===== config.mk =====
export PLATFORM = sky130hd
export DESIGN_NAME = i2c_buffered_master_slave_sequencer_top
export DESIGN_NICKNAME = d
export VERILOG_FILES = /design/src/rtl/i2cbms_pkg.sv /design/src/rtl/i2cbms_mem.sv /design/src/rtl/i2cbms_core.sv /design/src/rtl/i2c_buffered_master_slave_sequencer_top.sv
export VERILOG_INCLUDE_DIRS = /design/src /design/src/rtl
export SDC_FILE = /design/constraint.sdc
export NUM_CORES = 1
export LEC_CHECK = 0
export ABC_AREA = 1
export BUFFER_PORTS_ARGS = -buffer_cell sky130_fd_sc_hd__buf_2
export CAP_MARGIN = 5
export CORE_ASPECT_RATIO = 1.25
export CORE_MARGIN = 4
export CORE_UTILIZATION = 30
export DETAILED_ROUTE_END_ITERATION = 10
export SKIP_LAST_GASP = 1
export SYNTH_ARGS = -nofsm -noshare
export SYNTH_HDL_FRONTEND = slang
export SYNTH_SLANG_ARGS = --single-unit

===== constraint.sdc =====
create_clock -name clk_i -period 3.15 [get_ports clk_i]
set_input_delay 0.315 -clock clk_i [delete_from_list [all_inputs] [get_ports clk_i]]
set_output_delay 0.315 -clock clk_i [all_outputs]
set_load 0.03 [all_outputs]

===== src/rtl/i2c_buffered_master_slave_sequencer_top_defines.svh =====
// ----------------------------------------------------------------------------
// I2C sequencer assertion macros
// Concurrent assertion helpers used by the sequencer top module.
// ----------------------------------------------------------------------------
`ifndef I2C_BUFFERED_MASTER_SLAVE_SEQUENCER_TOP_DEFINES_SVH
`define I2C_BUFFERED_MASTER_SLAVE_SEQUENCER_TOP_DEFINES_SVH

// Checked on every clock edge, masked while reset is asserted.
`define I2CBMS_ASSERT(lbl, prop, msg) \
  lbl: assert property (@(posedge clk_i) disable iff (!rst_ni) (prop)) else $error(msg);

// Checked on every clock edge, reset included.
`define I2CBMS_ASSERT_ALWAYS(lbl, prop, msg) \
  lbl: assert property (@(posedge clk_i) (prop)) else $error(msg);

`endif


===== src/rtl/i2cbms_pkg.sv =====
// ----------------------------------------------------------------------------
// I2C sequencer package
// Request codes, action codes and the records passed between the modules.
// ----------------------------------------------------------------------------
package i2cbms_pkg;

  localparam int unsigned PktSizeDefault = 64;

  typedef enum logic [2:0] {
    REQ_BUS_EVENT    = 3'd0,
    REQ_LOAD_MASTER  = 3'd1,
    REQ_READ_MASTER  = 3'd2,
    REQ_START_MASTER = 3'd3,
    REQ_LOAD_SLAVE   = 3'd4,
    REQ_READ_SLAVE   = 3'd5,
    REQ_REARM_SLAVE  = 3'd6
  } req_e;

  typedef enum logic [1:0] {
    START_NONE  = 2'd0,
    START_CLEAR = 2'd1,
    START_SET   = 2'd2
  } start_act_e;

  typedef enum logic [1:0] {
    STOP_NONE  = 2'd0,
    STOP_SET   = 2'd1,
    STOP_CLEAR = 2'd2
  } stop_act_e;

  // Where the driven byte comes from once the buffer reads are back.
  typedef enum logic [1:0] {
    DSRC_NONE = 2'd0,
    DSRC_ADDR = 2'd1,
    DSRC_MBUF = 2'd2,
    DSRC_SBUF = 2'd3
  } dsrc_e;

  typedef enum logic [1:0] {
    RSRC_NONE = 2'd0,
    RSRC_MBUF = 2'd1,
    RSRC_SBUF = 2'd2
  } rsrc_e;

  // Input item as it sits in tdata, lowest field last.
  typedef struct packed {
    logic [7:0] target_addr;
    logic [6:0] length;
    logic [7:0] value;
    logic [5:0] index;
    logic [7:0] bus_data;
    logic       tx_mode;
    logic       ack_seen;
    logic       stop_seen;
    logic       start_seen;
    logic       is_master;
    logic       arb_lost;
  } in_item_t;

  // Decision record from the core, before the buffer read data is merged.
  typedef struct packed {
    dsrc_e      data_src;
    logic [7:0] addr_byte;
    start_act_e start_action;
    stop_act_e  stop_action;
    logic       ack_set;
    logic       master_busy;
    logic       msg_received;
    logic [6:0] rx_count;
    rsrc_e      read_src;
  } decision_t;

  // Result item as it sits in tdata, lowest field last.
  typedef struct packed {
    logic [7:0] read_data;
    logic [6:0] rx_count;
    logic       msg_received;
    logic       master_busy;
    logic       ack_set;
    logic [1:0] stop_action;
    logic [1:0] start_action;
    logic [7:0] data_out;
    logic       data_valid;
  } out_item_t;

endpackage


===== src/rtl/i2cbms_mem.sv =====
// ----------------------------------------------------------------------------
// I2C sequencer buffer memory
// One write port and one registered read port, both taken on enable.
// ----------------------------------------------------------------------------
module i2cbms_mem #(
  parameter int unsigned DEPTH = i2cbms_pkg::PktSizeDefault,
  parameter int unsigned AW    = $clog2(DEPTH)
) (
  input  logic          clk_i,
  input  logic          en_i,
  input  logic          we_i,
  input  logic [AW-1:0] waddr_i,
  input  logic [7:0]    wdata_i,
  input  logic [AW-1:0] raddr_i,
  output logic [7:0]    rdata_o
);

  logic [7:0] mem [DEPTH];
  logic [7:0] rdata_q;

  always_ff @(posedge clk_i) begin
    if (en_i && we_i) begin
      mem[waddr_i] <= wdata_i;
    end
  end

  always_ff @(posedge clk_i) begin
    if (en_i) begin
      rdata_q <= mem[raddr_i];
    end
  end

  assign rdata_o = rdata_q;

endmodule


===== src/rtl/i2cbms_core.sv =====
// ----------------------------------------------------------------------------
// I2C sequencer decision core
// Holds the master and slave pointers, the master address and the message
// flag, and decides per request what the engine does next.
// ----------------------------------------------------------------------------
module i2cbms_core #(
  parameter int unsigned PKT_SIZE = i2cbms_pkg::PktSizeDefault,
  parameter int unsigned AW       = $clog2(PKT_SIZE),
  parameter int unsigned PW       = $clog2(PKT_SIZE + 1)
) (
  input  logic                  clk_i,
  input  logic                  rst_ni,
  input  logic                  en_i,
  input  i2cbms_pkg::req_e      req_i,
  input  i2cbms_pkg::in_item_t  item_i,
  output i2cbms_pkg::decision_t dec_o,
  output logic                  mbuf_we_o,
  output logic [AW-1:0]         mbuf_waddr_o,
  output logic [7:0]            mbuf_wdata_o,
  output logic [AW-1:0]         mbuf_raddr_o,
  output logic                  sbuf_we_o,
  output logic [AW-1:0]         sbuf_waddr_o,
  output logic [7:0]            sbuf_wdata_o,
  output logic [AW-1:0]         sbuf_raddr_o
);

  logic [7:0]    maddr_q, maddr_d;
  logic [PW-1:0] mptr_q, mptr_d;
  logic [PW-1:0] mlen_q, mlen_d;
  logic [PW-1:0] sptr_q, sptr_d;
  logic          msg_q, msg_d;

  logic [PW-1:0] size_c;
  logic [PW-1:0] mptr_inc;
  logic [PW-1:0] sptr_inc;
  logic          m_room;
  logic          s_room;
  logic          idx_ok;
  logic [8:0]    idx_ext;

  assign size_c   = PW'(PKT_SIZE);
  assign mptr_inc = mptr_q + PW'(1);
  assign sptr_inc = sptr_q + PW'(1);
  assign m_room   = (mptr_q < mlen_q) && (mptr_q < size_c);
  // The slave length is only ever reset or rearmed to the buffer size.
  assign s_room   = sptr_q < size_c;
  assign idx_ok   = 32'(item_i.index) < PKT_SIZE;
  assign idx_ext  = 9'(item_i.index);

  always_comb begin
    maddr_d = maddr_q;
    mptr_d  = mptr_q;
    mlen_d  = mlen_q;
    sptr_d  = sptr_q;
    msg_d   = msg_q;

    dec_o              = '0;
    dec_o.data_src     = i2cbms_pkg::DSRC_NONE;
    dec_o.start_action = i2cbms_pkg::START_NONE;
    dec_o.stop_action  = i2cbms_pkg::STOP_NONE;
    dec_o.read_src     = i2cbms_pkg::RSRC_NONE;
    dec_o.addr_byte    = maddr_q;

    mbuf_we_o    = 1'b0;
    mbuf_waddr_o = mptr_q[AW-1:0];
    mbuf_wdata_o = item_i.bus_data;
    mbuf_raddr_o = mptr_q[AW-1:0];
    sbuf_we_o    = 1'b0;
    sbuf_waddr_o = sptr_q[AW-1:0];
    sbuf_wdata_o = item_i.bus_data;
    sbuf_raddr_o = sptr_q[AW-1:0];

    unique case (req_i)
      i2cbms_pkg::REQ_BUS_EVENT: begin
        priority if (item_i.arb_lost) begin
          dec_o.start_action = i2cbms_pkg::START_CLEAR;
          dec_o.stop_action  = i2cbms_pkg::STOP_CLEAR;
          dec_o.ack_set      = 1'b1;
        end else if (item_i.is_master) begin
          priority if (item_i.start_seen) begin
            dec_o.start_action = i2cbms_pkg::START_CLEAR;
            dec_o.stop_action  = i2cbms_pkg::STOP_CLEAR;
            dec_o.data_src     = i2cbms_pkg::DSRC_ADDR;
          end else if (item_i.ack_seen) begin
            if (maddr_q[0]) begin
              // Master read: store the byte and decide whether to ack more.
              if (m_room) begin
                mbuf_we_o = 1'b1;
                mptr_d    = mptr_inc;
                if (mptr_inc < mlen_q) begin
                  dec_o.ack_set = 1'b1;
                end else begin
                  maddr_d           = '0;
                  dec_o.stop_action = i2cbms_pkg::STOP_SET;
                end
              end else begin
                dec_o.stop_action = i2cbms_pkg::STOP_SET;
              end
            end else begin
              if (m_room) begin
                dec_o.data_src = i2cbms_pkg::DSRC_MBUF;
                mptr_d         = mptr_inc;
              end else begin
                maddr_d           = '0;
                dec_o.stop_action = i2cbms_pkg::STOP_SET;
              end
            end
          end else begin
            dec_o.stop_action = i2cbms_pkg::STOP_SET;
          end
        end else begin
          priority if (item_i.start_seen) begin
            dec_o.start_action = i2cbms_pkg::START_CLEAR;
            sptr_d             = '0;
            sbuf_raddr_o       = '0;
            if (item_i.bus_data[0]) begin
              dec_o.data_src = i2cbms_pkg::DSRC_SBUF;
              sptr_d         = PW'(1);
            end
          end else if (item_i.stop_seen) begin
            msg_d             = 1'b1;
            dec_o.stop_action = i2cbms_pkg::STOP_CLEAR;
          end else if (item_i.tx_mode) begin
            if (item_i.ack_seen && s_room) begin
              dec_o.data_src = i2cbms_pkg::DSRC_SBUF;
              sptr_d         = sptr_inc;
            end
          end else begin
            // Slave receive drops bytes once the buffer is full.
            if (s_room) begin
              sbuf_we_o = 1'b1;
              sptr_d    = sptr_inc;
              if (sptr_inc < size_c) begin
                dec_o.ack_set = 1'b1;
              end
            end
          end
        end
      end
      i2cbms_pkg::REQ_LOAD_MASTER: begin
        mbuf_we_o    = idx_ok;
        mbuf_waddr_o = idx_ext[AW-1:0];
        mbuf_wdata_o = item_i.value;
      end
      i2cbms_pkg::REQ_READ_MASTER: begin
        mbuf_raddr_o = idx_ext[AW-1:0];
        if (idx_ok) begin
          dec_o.read_src = i2cbms_pkg::RSRC_MBUF;
        end
      end
      i2cbms_pkg::REQ_START_MASTER: begin
        maddr_d = item_i.target_addr;
        mptr_d  = '0;
        if (32'(item_i.length) > PKT_SIZE) begin
          mlen_d = size_c;
        end else begin
          mlen_d = PW'(item_i.length);
        end
        dec_o.start_action = i2cbms_pkg::START_SET;
      end
      i2cbms_pkg::REQ_LOAD_SLAVE: begin
        sbuf_we_o    = idx_ok;
        sbuf_waddr_o = idx_ext[AW-1:0];
        sbuf_wdata_o = item_i.value;
      end
      i2cbms_pkg::REQ_READ_SLAVE: begin
        sbuf_raddr_o = idx_ext[AW-1:0];
        if (idx_ok) begin
          dec_o.read_src = i2cbms_pkg::RSRC_SBUF;
        end
      end
      i2cbms_pkg::REQ_REARM_SLAVE: begin
        sptr_d = '0;
        msg_d  = 1'b0;
      end
      default: begin
      end
    endcase

    dec_o.master_busy  = maddr_d != 8'd0;
    dec_o.msg_received = msg_d;
    dec_o.rx_count     = 7'(sptr_d);
  end

  always_ff @(posedge clk_i or negedge rst_ni) begin
    if (!rst_ni) begin
      maddr_q <= '0;
      mptr_q  <= '0;
      mlen_q  <= '0;
      sptr_q  <= '0;
      msg_q   <= 1'b0;
    end else if (en_i) begin
      maddr_q <= maddr_d;
      mptr_q  <= mptr_d;
      mlen_q  <= mlen_d;
      sptr_q  <= sptr_d;
      msg_q   <= msg_d;
    end
  end

endmodule


===== src/rtl/i2c_buffered_master_slave_sequencer_top.sv =====
// ----------------------------------------------------------------------------
// I2C buffered master/slave sequencer
// Byte-level sequencer on top of an SMBus engine with master and slave
// buffers.
//
//   Channel  Dir  Moves                          Sideband
//   s_axis   in   bus event or host request      tuser = request code
//   m_axis   out  byte, actions and status       none
//
// One request is taken per cycle while input ready is high. The accepting
// edge updates the pointers, registers the decision and reads the buffer
// memories; the output register loads when the decision stage moves on.
// Reset clears pointers, address and flags at once; the buffers hold
// whatever was last written and need no clearing pass.
// The decision stage and the output register form a two-entry buffer, so
// input ready drops only while both are full and the output is stalled.
// ----------------------------------------------------------------------------
`include "i2c_buffered_master_slave_sequencer_top_defines.svh"

module i2c_buffered_master_slave_sequencer_top #(
  parameter int unsigned PKT_SIZE = i2cbms_pkg::PktSizeDefault
) (
  input  logic        clk_i,
  input  logic        rst_ni,
  input  logic        s_axis_tvalid_i,
  output logic        s_axis_tready_o,
  // arb_lost, is_master, start_seen, stop_seen, ack_seen, tx_mode,
  // bus_data[13:6], index[19:14], value[27:20], length[34:28],
  // target_addr[42:35], zero fill
  input  logic [47:0] s_axis_tdata_i,
  // req_type
  input  logic [2:0]  s_axis_tuser_i,
  output logic        m_axis_tvalid_o,
  input  logic        m_axis_tready_i,
  // data_valid, data_out[8:1], start_action[10:9], stop_action[12:11],
  // ack_set[13], master_busy[14], msg_received[15], rx_count[22:16],
  // read_data[30:23], zero fill
  output logic [31:0] m_axis_tdata_o
);

  localparam int unsigned AW = $clog2(PKT_SIZE);
  localparam int unsigned PW = $clog2(PKT_SIZE + 1);

  logic                  accept;
  logic                  s1_move;
  logic                  s1_valid_q;
  logic                  out_valid_q;
  i2cbms_pkg::decision_t dec;
  i2cbms_pkg::decision_t s1_q;
  i2cbms_pkg::out_item_t out_d;
  i2cbms_pkg::out_item_t out_q;
  i2cbms_pkg::in_item_t  item;

  logic          mbuf_we, sbuf_we;
  logic [AW-1:0] mbuf_waddr, mbuf_raddr, sbuf_waddr, sbuf_raddr;
  logic [7:0]    mbuf_wdata, sbuf_wdata, mbuf_rdata, sbuf_rdata;

  assign item            = i2cbms_pkg::in_item_t'(s_axis_tdata_i[42:0]);
  assign s1_move         = s1_valid_q && (!out_valid_q || m_axis_tready_i);
  assign s_axis_tready_o = !s1_valid_q || s1_move;
  assign accept          = s_axis_tvalid_i && s_axis_tready_o;

  i2cbms_core #(
    .PKT_SIZE (PKT_SIZE),
    .AW       (AW),
    .PW       (PW)
  ) u_core (
    .clk_i        (clk_i),
    .rst_ni       (rst_ni),
    .en_i         (accept),
    .req_i        (i2cbms_pkg::req_e'(s_axis_tuser_i)),
    .item_i       (item),
    .dec_o        (dec),
    .mbuf_we_o    (mbuf_we),
    .mbuf_waddr_o (mbuf_waddr),
    .mbuf_wdata_o (mbuf_wdata),
    .mbuf_raddr_o (mbuf_raddr),
    .sbuf_we_o    (sbuf_we),
    .sbuf_waddr_o (sbuf_waddr),
    .sbuf_wdata_o (sbuf_wdata),
    .sbuf_raddr_o (sbuf_raddr)
  );

  i2cbms_mem #(
    .DEPTH (PKT_SIZE),
    .AW    (AW)
  ) u_mbuf (
    .clk_i   (clk_i),
    .en_i    (accept),
    .we_i    (mbuf_we),
    .waddr_i (mbuf_waddr),
    .wdata_i (mbuf_wdata),
    .raddr_i (mbuf_raddr),
    .rdata_o (mbuf_rdata)
  );

  i2cbms_mem #(
    .DEPTH (PKT_SIZE),
    .AW    (AW)
  ) u_sbuf (
    .clk_i   (clk_i),
    .en_i    (accept),
    .we_i    (sbuf_we),
    .waddr_i (sbuf_waddr),
    .wdata_i (sbuf_wdata),
    .raddr_i (sbuf_raddr),
    .rdata_o (sbuf_rdata)
  );

  // The memory read data registers update only on accept, so they stay
  // aligned with the decision held in s1_q.
  always_ff @(posedge clk_i or negedge rst_ni) begin
    if (!rst_ni) begin
      s1_valid_q <= 1'b0;
    end else if (accept) begin
      s1_valid_q <= 1'b1;
    end else if (s1_move) begin
      s1_valid_q <= 1'b0;
    end
  end

  always_ff @(posedge clk_i) begin
    if (accept) begin
      s1_q <= dec;
    end
  end

  always_comb begin
    out_d              = '0;
    out_d.start_action = s1_q.start_action;
    out_d.stop_action  = s1_q.stop_action;
    out_d.ack_set      = s1_q.ack_set;
    out_d.master_busy  = s1_q.master_busy;
    out_d.msg_received = s1_q.msg_received;
    out_d.rx_count     = s1_q.rx_count;
    unique case (s1_q.data_src)
      i2cbms_pkg::DSRC_NONE: out_d.data_out = 8'd0;
      i2cbms_pkg::DSRC_ADDR: out_d.data_out = s1_q.addr_byte;
      i2cbms_pkg::DSRC_MBUF: out_d.data_out = mbuf_rdata;
      i2cbms_pkg::DSRC_SBUF: out_d.data_out = sbuf_rdata;
      default:               out_d.data_out = 8'd0;
    endcase
    out_d.data_valid = s1_q.data_src != i2cbms_pkg::DSRC_NONE;
    unique case (s1_q.read_src)
      i2cbms_pkg::RSRC_MBUF: out_d.read_data = mbuf_rdata;
      i2cbms_pkg::RSRC_SBUF: out_d.read_data = sbuf_rdata;
      default:               out_d.read_data = 8'd0;
    endcase
  end

  always_ff @(posedge clk_i or negedge rst_ni) begin
    if (!rst_ni) begin
      out_valid_q <= 1'b0;
    end else if (s1_move) begin
      out_valid_q <= 1'b1;
    end else if (m_axis_tready_i) begin
      out_valid_q <= 1'b0;
    end
  end

  always_ff @(posedge clk_i) begin
    if (s1_move) begin
      out_q <= out_d;
    end
  end

  assign m_axis_tvalid_o = out_valid_q;
  assign m_axis_tdata_o  = {1'b0, out_q};

  `I2CBMS_ASSERT_ALWAYS(a_no_result_in_reset, !rst_ni |-> !m_axis_tvalid_o, "result during reset")
  `I2CBMS_ASSERT(a_ready_low_only_full, !s_axis_tready_o |-> (s1_valid_q && out_valid_q), "input blocked with room left")
  `I2CBMS_ASSERT(a_rx_count_bound, m_axis_tvalid_o |-> (32'(out_q.rx_count) <= PKT_SIZE), "slave pointer past buffer end")
  `I2CBMS_ASSERT(a_idle_data_zero, (m_axis_tvalid_o && !out_q.data_valid) |-> (out_q.data_out == 8'd0), "data byte without data valid")

endmodule


======== Word level (Yosys, flattened, before mapping) ========
Memories as Yosys holds them, arrays and structs flattened. A register that Yosys moved wholly into a read port is not among the register bits.
Cells that the tools add are included.
cells by class
  add/sub/neg operators ................... 2
  magnitude comparators ................... 6
  equality and inequality tests ........... 16
  muxes and demuxes ....................... 95
  bitwise operators ....................... 1
  reductions and logical operators ........ 20
operators with widths
  operator                                           number
  two-way mux 7 bit                                  13
  two-way mux 8 bit                                  10
  two-way mux 1 bit                                  37
  two-way mux 6 bit                                  6
  case mux 8 bit (2 select lines)                    2
  case mux 8 bit (4 select lines)                    1
  two-way mux 2 bit                                  15
  case mux 7 bit (2 select lines)                    2
  less-than comparator 7 bit, second input constant  3
  adder 7 x 1 -> 7 bit, second input constant        2
  less-than comparator 7 bit                         2
  case mux 6 bit (2 select lines)                    1
  == test 3 bit, second input constant               3
  inequality test 2 bit, second input constant       4
  case mux 2 bit (2 select lines)                    2
  nonzero test 2 bit                                 4
  nonzero test 8 bit                                 1
  > comparator 7 bit, second input constant          1
  AND reduction 7 bit                                1
  == test 2 bit, second input constant               3
  == test 3 x 2 -> 1 bit, second input constant      2
  logical AND 1 bit                                  6
  two-way mux 3 bit                                  2
  case mux 1 bit (2 select lines)                    3
  other kinds (11)                                   14
word-level totals
  register bits ........................... 89
  bits in writable memories ............... 1024
  input port bits ......................... 55
  memories ................................ 2
memories
  name        depth  bits a word  rd ports  clocked after memory_dff  write ports  line              RTL
  u_mbuf.mem  64     8            1         1                         1            i2cbms_mem.sv:18  logic [7:0] mem [DEPTH];
  u_sbuf.mem  64     8            1         1                         1            i2cbms_mem.sv:18

======== Longest topological paths before layout ========
Gate-level depths: netlist of the first run.
  word-level depth ........................ 12
  gate-level depth with buffers ........... 17
  depth with buffers taken out ............ 16

======== By module ========
Synthesis of the first run repeated with hierarchy kept, for this count alone.
unflattened totals
  cell total of the unflattened synthesis .. 4207
  area, all modules ....................... 47778.3 um2
modules (own cells, without submodules)
  module                                   times used  cells each  area each (um2)
  i2cbms_mem (u_mbuf)                      1           1808        21358.0
  i2cbms_mem (u_sbuf)                      1           1803        21329.2
  i2cbms_core                              1           455         2880.3
  i2c_buffered_master_slave_sequencer_top  1           141         2210.9

======== Least setup slack after synthesis of the first run ========
No wires, ideal clock.
  kind .................................... input to register
  from .................................... in s_axis_tuser_i[1]
  to ...................................... mem u_sbuf.mem[0][0] (data pin)
  data arrival time ....................... 3.462 ns
  data required time ...................... 2.448 ns
  path slack .............................. -1.013 ns
  cell stages on the path ................. 5
  buffers on the path ..................... 2
  cell sequence ........................... nor2_1 > nand2_1 > clkbuf_1 > clkbuf_1 > o21ai_0
on the way
  cells in the longest elaborated chain, start to end .. 2
ends and longest elaborated chain
  element            line                                           RTL
  from (decl)        i2c_buffered_master_slave_sequencer_top.sv:32  input logic [2:0] s_axis_tuser_i,
  == test 3 bit      i2cbms_core.sv:73                              unique case (req_i)
  two-way mux 8 bit  i2cbms_core.sv:73
  net sbuf_wdata[0]  i2c_buffered_master_slave_sequencer_top.sv:56  logic [7:0] mbuf_wdata, sbuf_wdata, mbuf_rdata, sbuf_rdata;
  to (decl)          i2cbms_mem.sv:18
The timed path passes the listed nets, and every way through them passes these cells.

======== Worst setup path in the final report of the first run ========
  from .................................... reg u_core.mptr_q[2]
  to ...................................... mem u_mbuf.mem[45][6] (enable)
on the way
  cells in the longest elaborated chain, start to end .. 12
  elaborated cells on any way between the ends .. 14
ends and longest elaborated chain
  element                                  line                RTL
  from (decl)                              i2cbms_core.sv:28   logic [PW-1:0] mptr_q, mptr_d;
  from (signal assigned)                   i2cbms_core.sv:194  mptr_q <= mptr_d;
  less-than comparator 7 bit               i2cbms_core.sv:44   assign m_room = (mptr_q < mlen_q) && (mptr_q < size_c);
  logical AND 1 bit                        i2cbms_core.sv:44
  two-way mux 1 bit                        i2cbms_core.sv:87   if (m_room) begin
  two-way mux 1 bit                        i2cbms_core.sv:85   if (maddr_q[0]) begin
  two-way mux 1 bit                        i2cbms_core.sv:84   end else if (item_i.ack_seen) begin
  two-way mux 1 bit                        i2cbms_core.sv:80   priority if (item_i.start_seen) begin
  two-way mux 1 bit                        i2cbms_core.sv:79   end else if (item_i.is_master) begin
  two-way mux 1 bit                        i2cbms_core.sv:75   priority if (item_i.arb_lost) begin
  case mux 1 bit (2 select lines)          i2cbms_core.sv:73
  logical AND 1 bit                        i2cbms_mem.sv:22    if (en_i && we_i) begin
  two-way mux 1 bit                        i2cbms_mem.sv:22
  two-way mux 1 bit (not written as such)  i2cbms_mem.sv:23    mem[waddr_i] <= wdata_i;
  to (decl)                                i2cbms_mem.sv:18
Several ways; a longest one is shown, not always the timed one.

==> metrics.yaml, run 1 <==
run:
  max_cap_violations: 0
floorplanning:
  initial_core_util_pct: 30.1
  core_area_um2: 162000
  dieHeight_um: 459
  ios: 89
  die_x_um: 368
  dieArea_um2: 169000
  num_rows: 165
layout:
  drive_gt1_share_pct: 12.9
  fin_nets: 4621
  areaGrowthSynthToFinish_pct: 18.6
  final_core_util_pct: 35.7
  final_common_cell: "edfxtp_1"
  most-common-layout-cells: "1,097 x edfxtp_1, 683 x nand3_1, 508 x nand2_1"
  layoutNonFillerInstCount: 6817
setup_path:
  cp_slowest_cell: "dfrtp_2"
  crit_arrival_ns: 3.52
  reg2reg_setup_slack_ns: 0.07
  path_class: "flip-flop to flip-flop"
  max_stage_delay_ns: 0.45
  crit_buf_inv: 3
  cp_max_fo: 8
  cp_common_cell: "nand4_1"
  crit_required_ns: 3.59
  end_kind: "flip-flop"
  crit_chain: "ha_1, a21oi_1, nand2_1, nand4_1, and2_1, nand4_1, nor2_2, nand2_2, nand2_1, nand4_1, buf_4, buf_4, nor2_1, buf_6"
  cp_top_family: "simple AND/OR/NAND/NOR gates"
  reg2reg_depth: 14
  rr_startpoint: "u_core.mptr_q[2]"
  worstReg2RegEnd: "u_mbuf.mem[45][6]"
  startpoint_type: "flip-flop"
clock_tree:
  htreeDepth: 3
  clk_latency_ns: 0.73
  cts_tree: "yes"
  ctsRootBufferMaster: "clkbuf_16"
  cts_buffers: 108
  path_clk_slew_ns: 0.06
  cts_buffer_depth: 3
  cts_num_sinks: 1129
synthesis:
  synthArstFlopShare_pct: 2.83
  synth_mux_area_share_pct: 0
  ys.flop_type: "edfxtp_1"
  synth_top_family_by_area: "simple AND/OR/NAND/NOR gates"
  synth-xor-area-share_pct: 0.0899
  syn_area_um2: 48700
  synth_fp_nets: 4359
  synthAdderAreaFrac_pct: 0.462
  synth_edf_count: 1097
  synth_warnings: 0
  yosys.area_share.simple_pct: 16.8
  synth_compound_area_share_pct: 7.05
  synth-seq-cells: 1129
  syn_inst: 4286
  ys_seq_area_share_pct: 69.3
  synth_area_per_cell_um2: 11.4
  ys_types: 46
timing:
  rsz0062_at_grt: "true"
  finClkSkew_ns: 0.0708
  maxSlewViolCount: 0
  min_period_ns: 3.08
  hold_viol: 0
  clock.fmax_ghz: 0.324
  setup_viol: 0
  whs_ns: 0.0565
  worstMarginPinSlew_ns: 1.07
  period_share_pct: 97.9
  maxSlewHeadroom_pct: 28.6
  tns_ns: 0
place:
  dp_cells: 6579
  hpwl_mm: 86.0
  gp_congestion: 0.889
  io_buffers: 82
min_path:
  worstHoldStart: "s_axis_tdata_i[35]"
  hold_depth: 5
  min_to: "u_core.maddr_q[0]"
  hold_path_class: "primary input to flip-flop"
grt:
  grtUsageTotal_pct: 15.5
  grt_pass1_vias: 32166
  grt_first_pass_wirelength_mm: 201
  antenna_found_initial: 8
  overflow: 0
  grt_max_degree: 107
route:
  firstDrtPassIters: 6
  wire_per_inst_um: 19.7
  wl_mm: 135
  initialDrtViolationCount: 3079
  ant_nets: 0
  vias: 33280
  vias_per_cell: 4.88
  drc: 0
power:
  power.total_mw: 40.0
  ir_drop_v: 0.000446
  power_density_nw_per_um2: 692
  leakage_nw: 21.1
run_status:
  outcome: "complete, no violations"
## synth_stat cells (32+ instances only)
library cell	instances	area, um2
o211ai_1	129	968
nand3_1	684	3420
edfxtp_1	1097	32900
a21oi_1	123	616
dfrtp_1	32	801
buf_2	110	551
nor2_1	380	1430
o21ai_0	328	1640
inv_1	495	1860
nand3b_1	161	1210
clkbuf_1	101	379
nand2_1	513	1930
## worst register-to-register path, stage by stage, from the launching register on
cell,delay [ns]
dfrtp_2,0.45
ha_1,0.30
a21oi_1,0.13
nand2_1,0.10
nand4_1,0.10
and2_1,0.15
nand4_1,0.13
nor2_2,0.20
nand2_2,0.13
nand2_1,0.12
nand4_1,0.21
buf_4,0.23
buf_4,0.16
nor2_1,0.20
buf_6,0.19
## metal layers
metal  vias up  share of wire, %  GRT usage [%]
met3       235               6.3           2.09
met4         0               3.6           5.88
met1     16244                41           20.0
li1      15575                 -              -
met2      1226                50           26.5
met5         -                 0              0
## through the flow
stage	worst slack (ns)	instance area, um2
after floorplan	-1.01	48700
after global placement	-0.0595	53800
after detailed placement	-0.101	53800
after CTS	0.0507	57700
after global routing	-0.0674	57800
final	0.0653	57800
## area by class of cell
class,count,area (um2)
antenna,7,17.5
tap,2171,2720
clock buffer,138,2870
multi-input combinational,2402,12300
sequential,1129,33700
clock inverter,63,736
timing repair buffer,404,3560
fill,15698,104000
inverter,503,1890
## flip-flops by register name, summed over array words and instances, names as in the netlist, 7 cells and up
name and flops:
m_axis_tdata_o 31, out_d 14, s1_q 12, u_core.maddr_q 8, u_core.mlen_q 7, u_core.mptr_q 7
u_core.sptr_q 7, u_mbuf.mem 512, u_mbuf.rdata_o 8, u_sbuf.mem 512, u_sbuf.rdata_o 8
## where the power goes
part / internal (mW) / switching, mW
Clock: 7.45 / 5.70
Combinational: 2.91 / 6.70
Sequential: 17.0 / 0.279
## kinds of logic after synthesis
family / after synthesis
AO/OA/AOI/OAI: 608
flip-flops: 1129
other: 1
XOR/XNOR: 5
buffers and inverters: 755
AND/OR/NAND/NOR: 1770
adder cells (fa/ha/maj): 18
## worst max path at each step
stage / start / endpoint / cells after the start
floorplan: s_axis_tuser_i[1] / u_sbuf.mem[0][0] / 5
global placement: u_core.mptr_q[2] / u_mbuf.mem[4][2] / 12
detailed placement: u_core.mptr_q[2] / u_mbuf.mem[4][0] / 12
CTS: u_core.mptr_q[2] / u_mbuf.mem[52][5] / 14
global route: u_core.mptr_q[2] / u_mbuf.mem[5][0] / 12
finish: u_core.mptr_q[2] / u_mbuf.mem[45][6] / 14
## timing repair
item | in CTS | in global routing
buffers inserted | 0 | 2
resized for setup | 4 | 23
pin swaps | 0 | 3
endpoints found under the hold margin | 52 | 0
setup endpoints to repair | 32 | 140
hold buffers | 28 | 0
(Power assumes the default switching activity.)
==> run 2, diff against run 1 <==
--- a/config.mk
+++ b/config.mk
@@ -6,7 +6,6 @@
 export SDC_FILE = /design/constraint.sdc
 export NUM_CORES = 1
 export LEC_CHECK = 0
-export ABC_AREA = 1
 export BUFFER_PORTS_ARGS = -buffer_cell sky130_fd_sc_hd__buf_2
 export CAP_MARGIN = 5
 export CORE_ASPECT_RATIO = 1.25
==> metrics.yaml, run 2 <==
run_status:
  outcome: "complete, no violations"
clock_tree:
  cts_resized: 0  # -4
  cts_hold_buf: 20  # -29%
  clk_latency_ns: 0.74  # about the same
  ctsRootBufferMaster: "clkbuf_16"
  cts_tree: "yes"
  path_clk_slew_ns: 0.06  # about the same
  htreeDepth: 3  # unchanged
  cts_buffers: 105  # -2.8%
  cts_buffer_depth: 3  # unchanged
  cts_num_sinks: 1129  # unchanged
  cts_setup_buffers: 0  # unchanged
layout:
  most-common-layout-cells: "1,097 x edfxtp_1, 587 x nand2_1, 359 x buf_4"
  drive_gt1_share_pct: 20.5  # +7.6 points
  fin_nets: 3713  # -20%
  regArea_um2: 33700  # about the same
  nFillCells: 14329  # -8.7%
  layoutNonFillerInstCount: 5754  # -16%
  final_common_cell: "edfxtp_1"
  final_cell_area_um2: 55900  # -3.2%
  multi_input_comb_area_um2: 11700  # -4.9%
  areaGrowthSynthToFinish_pct: 20.9
power:
  power_density_nw_per_um2: 584  # -16%
  ir_drop_v: 0.000436  # -2.4%
  power.total_mw: 32.7  # -18%
  leakage_nw: 19.2  # -9.1%
floorplanning:
  core_area_um2: 153000  # -5.5%
  dieHeight_um: 447  # -2.5%
  ios: 89  # unchanged
  initial_core_util_pct: 30.3  # +0.15 points
  die_x_um: 359  # -2.5%
  num_rows: 160  # -3.0%
  dieArea_um2: 161000  # -4.9%
setup_path:
  cp_max_fo: 4  # -4
  reg2reg_setup_slack_ns: 0.27  # +0.21 ns
  crit_required_ns: 3.57  # -0.02 ns
  path_class: "flip-flop to flip-flop"
  worstReg2RegEnd: "u_mbuf.mem[28][5]"
  crit_end: "u_mbuf.mem[28][5]"
  end_kind: "flip-flop"
  startpoint_type: "flip-flop"
  reg2reg_depth: 10  # -4
  crit_arrival_ns: 3.29  # -0.23 ns
  crit_path_start: "u_core.mptr_q[1]"
  rr_startpoint: "u_core.mptr_q[1]"
synthesis:
  synth-seq-cells: 1129  # unchanged
  ys_seq_area_share_pct: 72.9  # +3.7 points
  yosys.area_share.simple_pct: 11.0  # -5.8 points
  synth_top_family_by_area: "simple AND/OR/NAND/NOR gates"
  synth_fp_nets: 3289  # -25%
  ys.flop_type: "edfxtp_1"
  synthTopCellsByCount: "1,097 x edfxtp_1, 603 x nand2_1, 171 x nor2_1"
  syn_area_um2: 46300  # -5.0%
  synthTopCellsByArea: "edfxtp_1 71%, nand2_1 4.9%, mux2i_1 2.2%"
  synth_top_area_share_pct: 71.2  # +3.6 points
  synth_area_per_cell_um2: 14.4  # +27%
  synth_warnings: 0  # unchanged
  syn_inst: 3216  # -25%
  yosysMostFrequentCell: "edfxtp_1"
  synth_edf_count: 1097  # unchanged
  ys_types: 81  # +76%
  synth-xor-area-share_pct: 0.114  # +0.024 points
  synthAdderAreaFrac_pct: 0.487  # +0.024 points
  synth_mux_area_share_pct: 4.49  # +4.5 points
  synth_top_cell_by_area: "edfxtp_1"
  synth_compound_area_share_pct: 8.75  # +1.7 points
  synthArstFlopShare_pct: 2.83  # unchanged
route:
  wl_mm: 130  # -3.5%
  initialDrtViolationCount: 2827  # -8.2%
  firstDrtPassIters: 8  # +2
  ant_nets: 0  # unchanged
  drc: 0  # unchanged
  wire_per_inst_um: 22.6  # +14%
  vias: 29113  # -13%
  vias_per_cell: 5.06  # +3.6%
place:
  hpwl_mm: 86.8  # +0.92%
  dpl_cell_area_um2: 52200  # -3.0%
  io_buffers: 82  # unchanged
  gp_congestion: 0.899  # +1.2%
  dp_cells: 5537  # -16%
timing:
  whs_ns: 0.0825  # +0.0261 ns
  min_period_ns: 2.88  # -0.208 ns
  maxSlewViolCount: 0  # unchanged
  finClkSkew_ns: 0.0504  # -0.0205 ns
  worstMarginPinSlew_ns: 1.03  # -0.0400 ns
  maxSlewHeadroom_pct: 31.2  # +2.6 points
  period_share_pct: 91.3  # -6.6 points
  setup_viol: 0  # unchanged
  rsz0062_at_grt: "false"
  clock.fmax_ghz: 0.348  # +7.2%
  hold_viol: 0  # unchanged
run:
  max_cap_violations: 0  # unchanged
grt:
  overflow: 0  # unchanged
  grt_pass1_vias: 28735  # -11%
  grt_max_degree: 65  # -39%
  antenna_found_initial: 1  # -7
  grt_first_pass_wirelength_mm: 191  # -4.6%
  grtUsageTotal_pct: 15.8  # +0.28 points
min_path:
  worstHoldStart: "s_axis_tdata_i[3]"
  hold_path_class: "primary input to flip-flop"
## run 2: cell count changes after synthesis, moves of 94 or more
cell,before,now
nor2_1,380,171
a211oi_1,1,115
o21ai_0,328,87
inv_1,495,25
nand3b_1,161,16
nand3_1,684,81
mux2i_1,0,100
and3_1,0,123
a31oi_1,4,98
o211ai_1,129,4
## run 2: worst min path at each step
stage / end / slack, ns / cells past startpoint
after floorplan: m_axis_tvalid_o / 0.02 / 0
after global placement: m_axis_tdata_o[18] / 0.40 / 0
after detailed placement: m_axis_tdata_o[15] / 0.40 / 0
after CTS: out_d[12] / 0.008 / 3
after global routing: out_d[12] / 0.05 / 3
final: out_d[12] / 0.08 / 3
## run 2: final cells by class
class / instances / area share [%]
Tap cell: 2025 / 4.53
Timing Repair Buffer: 513 / 7.75
Multi-Input combinational cell: 1866 / 20.8
Antenna cell: 1 / 0.00447
Sequential cell: 1129 / 60.3
Clock inverter: 63 / 1.39
Clock buffer: 132 / 4.99
Inverter: 25 / 0.168
## run 2: critical path, cell delays in order (launching register included)
cell,delay [ns]
dfrtp_1,0.42
ha_1,0.29
a21o_1,0.15
a21o_1,0.17
a21oi_1,0.21
o211a_1,0.26
a32o_1,0.30
nand2_1,0.12
buf_4,0.19
nor2_1,0.24
buf_4,0.20
## run 2: cell families (layout without fill, tap and decap cells)
kind of cell	count (synthesis)	count (layout)
flops	1129	1129
mux	155	155
simple gates	1112	1112
fa+ha+maj	18	18
xor+xnor	6	6
compound gates	574	574
other cells	1	2
buf+inv	221	733
## run 2: where the power goes
group          total [mW]  leakage (nW)  internal, mW  switching [mW]
Combinational        2.74          7.17         0.961            1.78
Clock                13.1          1.73          7.48            5.65
Sequential           16.8          10.3          16.7          0.0862
## run 2: stage by stage
stage	setup TNS, ns	util, %	setup WS, ns
after floorplan	0	-	0.145
after global routing	0	36.6	0.0782
final	0	36.6	0.273
after global placement	-1.31	34.1	-0.110
after CTS	0	36.6	0.235
after detailed placement	-1.40	34.1	-0.114
## run 2: layer usage
| layer | vias to the layer above | GRT usage (%) | wire length [um] |
|---|---|---|---|
| met5 | - | 0 | 0 |
| met4 | 0 | 6.09 | 4910 |
| met3 | 195 | 2.32 | 7740 |
| met2 | 1001 | 26.9 | 64100 |
| met1 | 14693 | 20.3 | 53000 |
| li1 | 13224 | - | - |
